### src/saz_pkg.sv
// Types and constants for the six-axis auto-zero offset block
`timescale 1ns / 1ps

package saz_pkg;

	localparam int AXES      = 6;
	localparam int AXIS_W    = 3;
	localparam int RAW_W     = 32;
	localparam int SUM_W     = 48;
	localparam int OUT_W     = 33;
	localparam int CNT_W     = 16;
	localparam int DIV_STEPS = SUM_W;
	localparam int STEP_W    = 6;

	localparam logic [CNT_W-1:0]  ZERO_SAMPLES_RST = CNT_W'(100);
	localparam logic              CMD_REZERO       = 1'b1;
	localparam logic [AXIS_W-1:0] LAST_AXIS        = AXIS_W'(AXES - 1);
	localparam logic [STEP_W-1:0] LAST_STEP        = STEP_W'(DIV_STEPS - 1);

	typedef logic signed [RAW_W-1:0] raw_t;
	typedef logic signed [SUM_W-1:0] sum_t;
	typedef logic signed [OUT_W-1:0] res_t;

	typedef enum logic [2:0] {
		ST_IDLE,
		ST_ACC,
		ST_DLOAD,
		ST_DIV,
		ST_DSTORE,
		ST_SUB,
		ST_OUT
	} state_t;

endpackage

### src/six_axis_auto_zero_offset.sv
// Six-axis force/torque tare: offset averaging and offset subtraction
`timescale 1ns / 1ps

// Each accepted word produces exactly one result word. A compensation sample runs six axis
// steps through one shared 33-bit subtractor, then the output load, before the block is
// ready again. A zeroing sample that does not complete the average runs the same steps
// through the shared 48-bit adder instead. A re-zero command clears the sums, offsets and
// sample count and goes straight to the output load. The sample that completes the average
// runs six adder steps, then one shared restoring divider runs 48 quotient steps plus a
// load and a store step once per axis, then the output load. The result sits in an output
// register, so the block may take the next word while the previous result is still waiting
// to be read. The output load waits, and the block stays not ready, for as long as an
// earlier result is still unread.
module six_axis_auto_zero_offset import saz_pkg::*; (
	input  logic             clk,
	input  logic             arst_n,
	input  logic             cfg_we,
	input  logic [CNT_W-1:0] cfg_data,
	input  logic             in_valid,
	output logic             in_ready,
	input  logic             cmd,
	input  raw_t             raw_fx,
	input  raw_t             raw_fy,
	input  raw_t             raw_fz,
	input  raw_t             raw_tx,
	input  raw_t             raw_ty,
	input  raw_t             raw_tz,
	output logic             out_valid,
	input  logic             out_ready,
	output res_t             out_fx,
	output res_t             out_fy,
	output res_t             out_fz,
	output res_t             out_tx,
	output res_t             out_ty,
	output res_t             out_tz,
	output logic             zero_done
);

	state_t state_q, state_d;

	logic [AXIS_W-1:0] ax_q;
	logic [STEP_W-1:0] step_q;
	logic [CNT_W-1:0]  zs_q;
	logic [CNT_W-1:0]  cnt_q;
	logic              valid_q;
	logic              done_q;
	logic              neg_q;
	logic [SUM_W-1:0]  dvd_q;
	logic [CNT_W:0]    rem_q;
	logic              out_valid_q;

	raw_t raw_q [AXES];
	sum_t sum_q [AXES];
	raw_t off_q [AXES];
	res_t res_q [AXES];
	res_t out_q [AXES];
	logic out_done_q;

	logic             accept;
	logic             load_out;
	logic [CNT_W-1:0] tgt;
	logic             zeroed_now;
	sum_t             acc_sum;
	sum_t             cur_sum;
	logic [SUM_W-1:0] mag;
	logic [SUM_W-1:0] dvd_init;
	logic [CNT_W:0]   rem_sh;
	logic             fits;
	logic [CNT_W:0]   rem_nx;
	raw_t             quo;
	raw_t             off_v;
	res_t             diff;

	// datapath of the shared unit
	always_comb begin
		tgt        = (zs_q == '0) ? CNT_W'(1) : zs_q;
		zeroed_now = (cnt_q >= tgt);
		cur_sum    = sum_q[ax_q];
		acc_sum    = cur_sum + sum_t'(raw_q[ax_q]);
		mag        = cur_sum[SUM_W-1] ? SUM_W'(-cur_sum) : SUM_W'(cur_sum);
		dvd_init   = mag + SUM_W'(cnt_q >> 1);
		rem_sh     = {rem_q[CNT_W-1:0], dvd_q[SUM_W-1]};
		fits       = (rem_sh >= {1'b0, cnt_q});
		rem_nx     = fits ? (rem_sh - {1'b0, cnt_q}) : rem_sh;
		quo        = raw_t'(dvd_q[RAW_W-1:0]);
		off_v      = neg_q ? -quo : quo;
		diff       = res_t'(raw_q[ax_q]) - res_t'(off_q[ax_q]);
	end

	// next state
	always_comb begin
		state_d = state_q;
		unique case (state_q)
			ST_IDLE: begin
				if (in_valid) begin
					if (cmd == CMD_REZERO)
						state_d = ST_OUT;
					else if (valid_q)
						state_d = ST_SUB;
					else
						state_d = ST_ACC;
				end
			end
			ST_ACC: begin
				if (ax_q == LAST_AXIS)
					state_d = zeroed_now ? ST_DLOAD : ST_OUT;
			end
			ST_DLOAD:  state_d = ST_DIV;
			ST_DIV: begin
				if (step_q == LAST_STEP)
					state_d = ST_DSTORE;
			end
			ST_DSTORE: state_d = (ax_q == LAST_AXIS) ? ST_OUT : ST_DLOAD;
			ST_SUB: begin
				if (ax_q == LAST_AXIS)
					state_d = ST_OUT;
			end
			ST_OUT: begin
				if (!out_valid_q || out_ready)
					state_d = ST_IDLE;
			end
			default:   state_d = ST_IDLE;
		endcase
	end

	// handshake outputs
	always_comb begin
		in_ready = (state_q == ST_IDLE);
		accept   = in_ready && in_valid;
		load_out = (state_q == ST_OUT) && (!out_valid_q || out_ready);
	end

	always_ff @(posedge clk or negedge arst_n) begin
		if (!arst_n) begin
			state_q     <= ST_IDLE;
			ax_q        <= '0;
			step_q      <= '0;
			zs_q        <= ZERO_SAMPLES_RST;
			cnt_q       <= '0;
			valid_q     <= 1'b0;
			done_q      <= 1'b0;
			neg_q       <= 1'b0;
			dvd_q       <= '0;
			rem_q       <= '0;
			out_valid_q <= 1'b0;
			for (int i = 0; i < AXES; i++) begin
				sum_q[i] <= '0;
				off_q[i] <= '0;
			end
		end else begin
			state_q <= state_d;
			if (cfg_we)
				zs_q <= cfg_data;

			if (load_out)
				out_valid_q <= 1'b1;
			else if (out_ready)
				out_valid_q <= 1'b0;

			unique case (state_q)
				ST_IDLE: begin
					if (accept) begin
						ax_q <= '0;
						if (cmd == CMD_REZERO) begin
							cnt_q   <= '0;
							valid_q <= 1'b0;
							done_q  <= 1'b0;
							for (int i = 0; i < AXES; i++) begin
								sum_q[i] <= '0;
								off_q[i] <= '0;
							end
						end else begin
							done_q <= valid_q;
							if (!valid_q && cnt_q != '1)
								cnt_q <= cnt_q + CNT_W'(1);
						end
					end
				end
				ST_ACC: begin
					sum_q[ax_q] <= acc_sum;
					ax_q        <= (ax_q == LAST_AXIS) ? '0 : ax_q + AXIS_W'(1);
				end
				ST_DLOAD: begin
					neg_q  <= cur_sum[SUM_W-1];
					dvd_q  <= dvd_init;
					rem_q  <= '0;
					step_q <= '0;
				end
				ST_DIV: begin
					rem_q  <= rem_nx;
					dvd_q  <= {dvd_q[SUM_W-2:0], fits};
					step_q <= step_q + STEP_W'(1);
				end
				ST_DSTORE: begin
					off_q[ax_q] <= off_v;
					if (ax_q == LAST_AXIS) begin
						ax_q    <= '0;
						valid_q <= 1'b1;
						done_q  <= 1'b1;
					end else begin
						ax_q <= ax_q + AXIS_W'(1);
					end
				end
				ST_SUB: begin
					ax_q <= (ax_q == LAST_AXIS) ? '0 : ax_q + AXIS_W'(1);
				end
				ST_OUT: begin
				end
				default: begin
				end
			endcase
		end
	end

	// payload registers
	always_ff @(posedge clk) begin
		if (accept) begin
			raw_q[0] <= raw_fx;
			raw_q[1] <= raw_fy;
			raw_q[2] <= raw_fz;
			raw_q[3] <= raw_tx;
			raw_q[4] <= raw_ty;
			raw_q[5] <= raw_tz;
			for (int i = 0; i < AXES; i++)
				res_q[i] <= '0;
		end else if (state_q == ST_SUB) begin
			res_q[ax_q] <= diff;
		end
		if (load_out) begin
			for (int i = 0; i < AXES; i++)
				out_q[i] <= res_q[i];
			out_done_q <= done_q;
		end
	end

	assign out_valid = out_valid_q;
	assign out_fx    = out_q[0];
	assign out_fy    = out_q[1];
	assign out_fz    = out_q[2];
	assign out_tx    = out_q[3];
	assign out_ty    = out_q[4];
	assign out_tz    = out_q[5];
	assign zero_done = out_done_q;

endmodule

### config.mk
export PLATFORM = sky130hd
export DESIGN_NAME = six_axis_auto_zero_offset
export DESIGN_NICKNAME = d
export VERILOG_FILES = /design/src/saz_pkg.sv /design/src/six_axis_auto_zero_offset.sv
export SDC_FILE = /design/constraint.sdc
export NUM_CORES = 2
export LEC_CHECK = 0
export BUFFER_PORTS_ARGS = -buffer_cell sky130_fd_sc_hd__buf_2
export CAP_MARGIN = 30
export CORE_MARGIN = 3
export CORE_UTILIZATION = 25
export CTS_BUF_LIST = sky130_fd_sc_hd__clkbuf_16
export DETAILED_ROUTE_END_ITERATION = 6
export GPL_TIMING_DRIVEN = 0
export SYNTH_ARGS = -nofsm -noshare
export SYNTH_HDL_FRONTEND = slang
export SYNTH_SLANG_ARGS = --single-unit
### constraint.sdc
create_clock -name clk -period 30 [get_ports clk]
set_clock_uncertainty 0.05 [all_clocks]
set_input_delay 1.5 -clock clk [delete_from_list [all_inputs] [get_ports clk]]
set_output_delay 1.5 -clock clk [all_outputs]
set_load 0.05 [all_outputs]
After elaboration in Yosys (flattened, before gate mapping)
Memories as Yosys holds them, arrays and structs flattened.
Index checks and enable logic that the tools add are counted.
- memories kept: 3
- ROM bits: 0
- bits in registers: 592
- bits of input ports: 214
- bits in latches: 0
- word-level logic and storage cells: 137
- RAM bits: 588
- memory list (name ; depth ; bits a word ; read ports ; clocked after Yosys merged registers in ; wr ports ; RTL line ; source):
    out_q ; 6 ; 33 ; 6 ; 0 ; 6 ; six_axis_auto_zero_offset.sv:56 ; res_t out_q [AXES];
    res_q ; 6 ; 33 ; 6 ; 0 ; 6 ; six_axis_auto_zero_offset.sv:55 ; res_t res_q [AXES];
    raw_q ; 6 ; 32 ; 1 ; 0 ; 6 ; six_axis_auto_zero_offset.sv:52 ; raw_t raw_q [AXES];
- divide/modulo/power cells: 0
- multiply operators: 0
- mux-type cells: 56
- reduce and logical (&&, ||, !) cells: 23
- shift-type cells: 0
- bitwise logic cells: 1
- magnitude comparators: 4
- equal/unequal tests: 18
- add/sub/neg operators: 9
- operator list (cell ; number):
    2-to-1 mux 288 bit ; 2
    case mux 288 bit (2 select lines) ; 1
    2-to-1 mux 192 bit ; 2
    case mux 192 bit (2 select lines) ; 1
    bitwise mux 288 bit ; 1
    bitwise mux 192 bit ; 1
    2-to-1 mux 48 bit ; 4
    binary-select mux 48 bit (select 3 bit) ; 1
    demux 48 bit (select 3 bit) ; 1
    2-to-1 mux 32 bit ; 4
    binary-select mux 32 bit (select 3 bit) ; 1
    demux 32 bit (select 3 bit) ; 1
    case mux 48 bit (2 select lines) ; 1
    2-to-1 mux 16 bit ; 4
    adder 48 x 15 -> 48 bit ; 1
    adder 48 x 32 -> 48 bit ; 1
    negator 48 bit ; 1
    2-to-1 mux 3 bit ; 12
    2-to-1 mux 33 bit ; 1
    OR reduction 33 bit ; 1
    subtractor 32 x 32 -> 33 bit ; 1
    negator 32 bit ; 1
    case mux 16 bit (2 select lines) ; 1
    case mux 3 bit (7 select lines) ; 1
    32 further kinds ; 65

Logic depth before layout (Yosys ltp)
- depth after elaboration: 8
- mapped depth: 30

Worst setup path after synthesis
OpenSTA, ideal clock, no wires.
- kind: input port to flip-flop
- start: input out_ready
- end: memory out_q[0][0] (netlist bit), enable pin
- library setup time: 1.003 ns
- stages: 2
- arrival time: 14.986 ns
- slack: 13.960 ns
- path buffers: 0
- path through: nor2b_1 > nor3_1
- RTL lines (element ; RTL line ; source):
    start: declaration ; six_axis_auto_zero_offset.sv:29 ; input logic out_ready,
    end: declaration ; six_axis_auto_zero_offset.sv:56 ;

Worst setup path after layout
- start: register ax_q[0]
- end: register sum_q[275] (netlist bit)
- longest elaborated chain between the ends: 7
- elaborated cells on any way between the ends: 13
- RTL lines (element ; RTL line ; source):
    start: declaration ; six_axis_auto_zero_offset.sv:41 ; logic [AXIS_W-1:0] ax_q;
    start signal: assignment ; six_axis_auto_zero_offset.sv:181 ; ax_q <= (ax_q == LAST_AXIS) ? '0 : ax_q + AXIS_W'(1);
    start signal: assignment ; six_axis_auto_zero_offset.sv:201 ; ax_q <= ax_q + AXIS_W'(1);
    start signal: assignment ; six_axis_auto_zero_offset.sv:205 ; ax_q <= (ax_q == LAST_AXIS) ? '0 : ax_q + AXIS_W'(1);
    NOT 3 -> 4 bit (implied by the code) ; six_axis_auto_zero_offset.sv:78, six_axis_auto_zero_offset.sv:180 ;
    binary-select mux 48 bit (select 3 bit) (tied with other cells) ; six_axis_auto_zero_offset.sv:78 ; cur_sum = sum_q[ax_q];
    2-to-1 mux 48 bit (implied by the code) / logical AND 1 bit (equally long branches) ; six_axis_auto_zero_offset.sv:78, six_axis_auto_zero_offset.sv:180 ;
    2-to-1 mux 48 bit, on equally long branches ; six_axis_auto_zero_offset.sv:78, six_axis_auto_zero_offset.sv:180 ;
    adder 48 x 32 -> 48 bit / demux 48 bit (select 3 bit) (equally long branches) ; six_axis_auto_zero_offset.sv:79, six_axis_auto_zero_offset.sv:180 ;
    bitwise mux 288 bit * ; six_axis_auto_zero_offset.sv:180 ; sum_q[ax_q] <= acc_sum;
    case mux 288 bit (2 select lines) * ; six_axis_auto_zero_offset.sv:160 ; unique case (state_q)
    end signal: indexed assignment ; six_axis_auto_zero_offset.sv:180 ;
    end: declaration ; six_axis_auto_zero_offset.sv:53 ; sum_t sum_q [AXES];
Mark *: on every way between the ends. The rest lies on a longest branch, timed or not. The select of a mux whose other input is x is not followed.
A chain may end at the register's enable or synchronous reset.

==> impl_summary.md <==
Synthesis
The async set-reset flop share out of synthesis is 50.08%. The net count of the mapped netlist is 4918. The most used standard cell by instance count after synthesis is edfxtp_1. The part of the Yosys area used for sequential elements is 60.47%.

After technology mapping, the gate count stands at 4569. After synthesis, the netlist uses 92 different library cells. The number of enable flip-flop cells after synthesis is 589. The total of flip-flops plus latches after synthesis is 1180. In the synthesized netlist, the cells that appear most often are edfxtp_1, dfrtp_1, nand2_1. In the post-synthesis netlist, the biggest area contributors are edfxtp_1, dfrtp_1, a22o_1. Yosys printed 0 warnings.

The cell taking the most area after synthesis is edfxtp_1. In this run the biggest area consumer among cell types represents 32.93% of the synthesized area. The per-instance average area after synthesis is 11.76 sq um. The synthesized netlist occupies a cell area of 53710 sq um. The predominant post-synthesis flop cell is edfxtp_1.

Drt
The count of nets left with antenna violations after detail routing is 0. Summing over every cut layer, the via total after detailed routing is 40860. After detailed routing, the number of vias per cell comes to 5.035.

The post-detailed-route wirelength per cell is 22.93 um. The first-pass detailed-route iteration total is 6. The number of DRC markers in iteration 0 is 5228. For this run, design rule violations remaining after detail routing come to 0. The final routed wirelength across all metal layers is 186100 um.

Layout
The layout has 21520 filler cells. The final layout contains 5532 nets. The count of non-filler cells in the finished layout is 8114. The utilization of the core after routing is 30.23%.

The share of post-route cells with drive strength above 1 is 15.09%. The relative area change from synthesis to final layout is 19.87%.

Timing
Timing would allow up to 100.6 MHz. Setup repair after global routing left no endpoint under its margin. The number of endpoints with negative hold slack in the final report is 0.

Measured against its own limit, the worst slew margin works out to -0.6889%. For the final routed database, the setup TNS stands at 0 ps. The count of final max-slew check failures was 6. The worst path needs 9940 ps of the cycle, external delays included. Setup violations remaining at the end of the flow were counted as 0. Final hold analysis gives a worst-case slack of 334.9 ps. At the pin with the least slew margin, the transition time is 1510 ps. The final worst-path cycle share is 33.13%.

Clock network
Clock tree synthesis found a total of 1180 sinks. In this run, post-CTS repair resized a total of 0 instances. The CTS buffer count is 118. The buffer levels on the longest clock path is 3.

The number of buffers inserted by post-CTS setup repair is 0. The maximum level of the CTS H-tree is 3. The clock reaches the later pin of the worst-skew pair after 820 ps.

Hold repair after CTS inserted 0 buffers. The cell at the root of the clock tree is clkbuf_16. The clock edge transition at the registers on the reported setup and hold paths is 60 ps. TritonCTS built the clock tree.

Global route
The via count of the first global-routing pass is 39490. Entering global routing, the biggest net connects 142 pins. The total overflow left after global routing is 0. The number of antenna violations at the first check in global routing is 12. The global-route wire length before repair is 270800 um. In the global route stage, overall resource usage came out at 16.22%.

Placed design
Including well taps, the total number of placed cells is 7881. The placed wire-length estimate after detailed placement is 138400 um. The port buffer count is 414. The final estimated routing congestion in global placement is 0.9541.

Setup path
The data required time of the worst path is 30620 ps. At the worst endpoint, the arrival time is 10560 ps. The worst register-to-register path has a setup slack of 20060 ps. The kind of start point of the critical path is a flop. Along the worst path, the maximum fanout reaches 10. The kind of end point of the critical path is a flop.

The critical path start-end classification is flop to flop.

Power
For this design the ratio of total power to cell area is 127.5 nW/um^2. Summed over all cells, the static leakage comes to 26.60 nW. Across the VDD grid, the largest voltage drop is 0.0001074 V.

Floorplan
Row generation in the floorplan step produced 169 rows. The die covers 220400 sq um. The area inside the core boundary is 212900 sq um. 415 I/O pins were placed. The floorplan step set the die height to 469.5 um. The chip width is 469.5 um. Once the floorplan was initialized, standard cells occupied 25.22% of the core.

Status
The run finished, with violations left. The checks that failed: max-slew violations.

Run
The number of maximum-capacitance constraint violations is 0.

Worst hold path
The worst min-delay path category is flop to flop.
==> cell usage in the layout, fill, tap and decap left out, types with 21 or more instances in the layout <==
| master | instances |
|---|---|
| nand3_1 | 57 |
| nor2_1 | 408 |
| xor2_1 | 78 |
| a22oi_1 | 40 |
| buf_6 | 29 |
| clkbuf_16 | 119 |
| clkbuf_1 | 194 |
| xnor2_1 | 131 |
| nor2b_1 | 21 |
| buf_2 | 433 |
| inv_1 | 153 |
| clkinv_1 | 25 |
| buf_4 | 28 |
| ha_1 | 131 |
| dfrtp_1 | 588 |
| and3_1 | 35 |
| o21ai_0 | 432 |
| edfxtp_1 | 589 |
| a21o_1 | 55 |
| nand2_1 | 471 |
| mux2_2 | 32 |
| nand2b_1 | 27 |
| mux2i_1 | 201 |
| a21oi_1 | 205 |
| nor3_1 | 47 |
| a22o_1 | 255 |
| buf_1 | 27 |
==> routing by layer <==
| metal | up-vias | wire, um | GRT usage (%) |
|---|---|---|---|
| met5 | - | 11 | 0 |
| met2 | 2008 | 83140 | 24.86 |
| met1 | 20590 | 81050 | 22.78 |
| met3 | 335 | 15830 | 3.421 |
| li1 | 17920 | - | - |
| met4 | 2 | 6025 | 5.262 |
==> area by class of cell <==
cell class	count	area (sq um)	share of cell area, %
Antenna cell	10	25.02	0.03887
Buffer	248	1040	1.615
Clock buffer	119	2978	4.626
Clock inverter	101	972.2	1.510
Inverter	131	499.2	0.7755
Multi-Input combinational cell	3010	19740	30.66
Sequential cell	1180	32480	50.45
Tap cell	2821	3530	5.483
Timing Repair Buffer	494	3118	4.843
==> path summary, 6_finish.rpt <==
path,start,to,depth (start not counted)
max in group asynchronous,arst_n,sum_q[195],5
max reg2reg,ax_q[0],sum_q[275],27
min reg2reg,res_q[3][2],out_q[3][2],0
max,ax_q[0],sum_q[275],27
min in group asynchronous,arst_n,zs_q[0],1
min,res_q[3][2],out_q[3][2],0
==> sequential cells by signal, indices dropped and copies added, names as in the netlist, 48 cells and up <==
| name | flops |
|---|---|
| out_q | 198 |
| sum_q | 288 |
| off_q | 192 |
| res_q | 198 |
| raw_q | 192 |
| dvd_q | 48 |
==> report_power, final <==
| part | internal, W | total, W | switching (W) |
|---|---|---|---|
| Combinational | 0.00133 | 0.00438 | 0.00305 |
| Sequential | 0.00212 | 0.00231 | 0.000191 |
| Clock | 0.000831 | 0.00151 | 0.000683 |
==> cell families (layout without fill, tap and decap cells) <==
logic type      after synthesis  count (layout)  share of synthesized area, %
compound gates             1222            1222                         15.01
xor+xnor                    209             209                         3.408
fa+ha+maj                   135             135                         3.201
buf+inv                     379            1093                         2.851
flops                      1180            1180                         60.47
mux                         260             260                         5.304
other cells                   0              10                             0
simple gates               1184            1184                         9.754
==> critical path, stage by stage, from the launching register on <==
cell and delay (ps):
dfrtp_1 360, buf_6 190, buf_4 270, buf_6 230, buf_6 200, buf_4 260, buf_2 380, buf_2 490
clkbuf_1 650, buf_1 790, mux2_2 420, a221oi_1 820, inv_1 260, ha_1 350, a21o_1 110, a21oi_1 100
o211a_1 230, o21ai_0 570, a211oi_1 240, o41ai_1 850, clkdlybuf4s15_2 360, nand3_1 80, and2_1 200, o21a_1 200
o21ai_0 410, nand2_1 120, a31oi_1 420, o21ai_0 180
==> through the flow <==
step	power (W)	instance area [sq um]	setup slack [ps]
3_3_place_gp	0.006482	59310	7197
5_1_grt	0.008618	64370	19860
4_1_cts	0.008138	64330	20350
2_1_floorplan	0.005005	53710	13960
3_5_place_dp	0.006615	60380	20380
6_report	0.008207	64380	20060
Note: power is estimated with default switching activity, not from simulation.
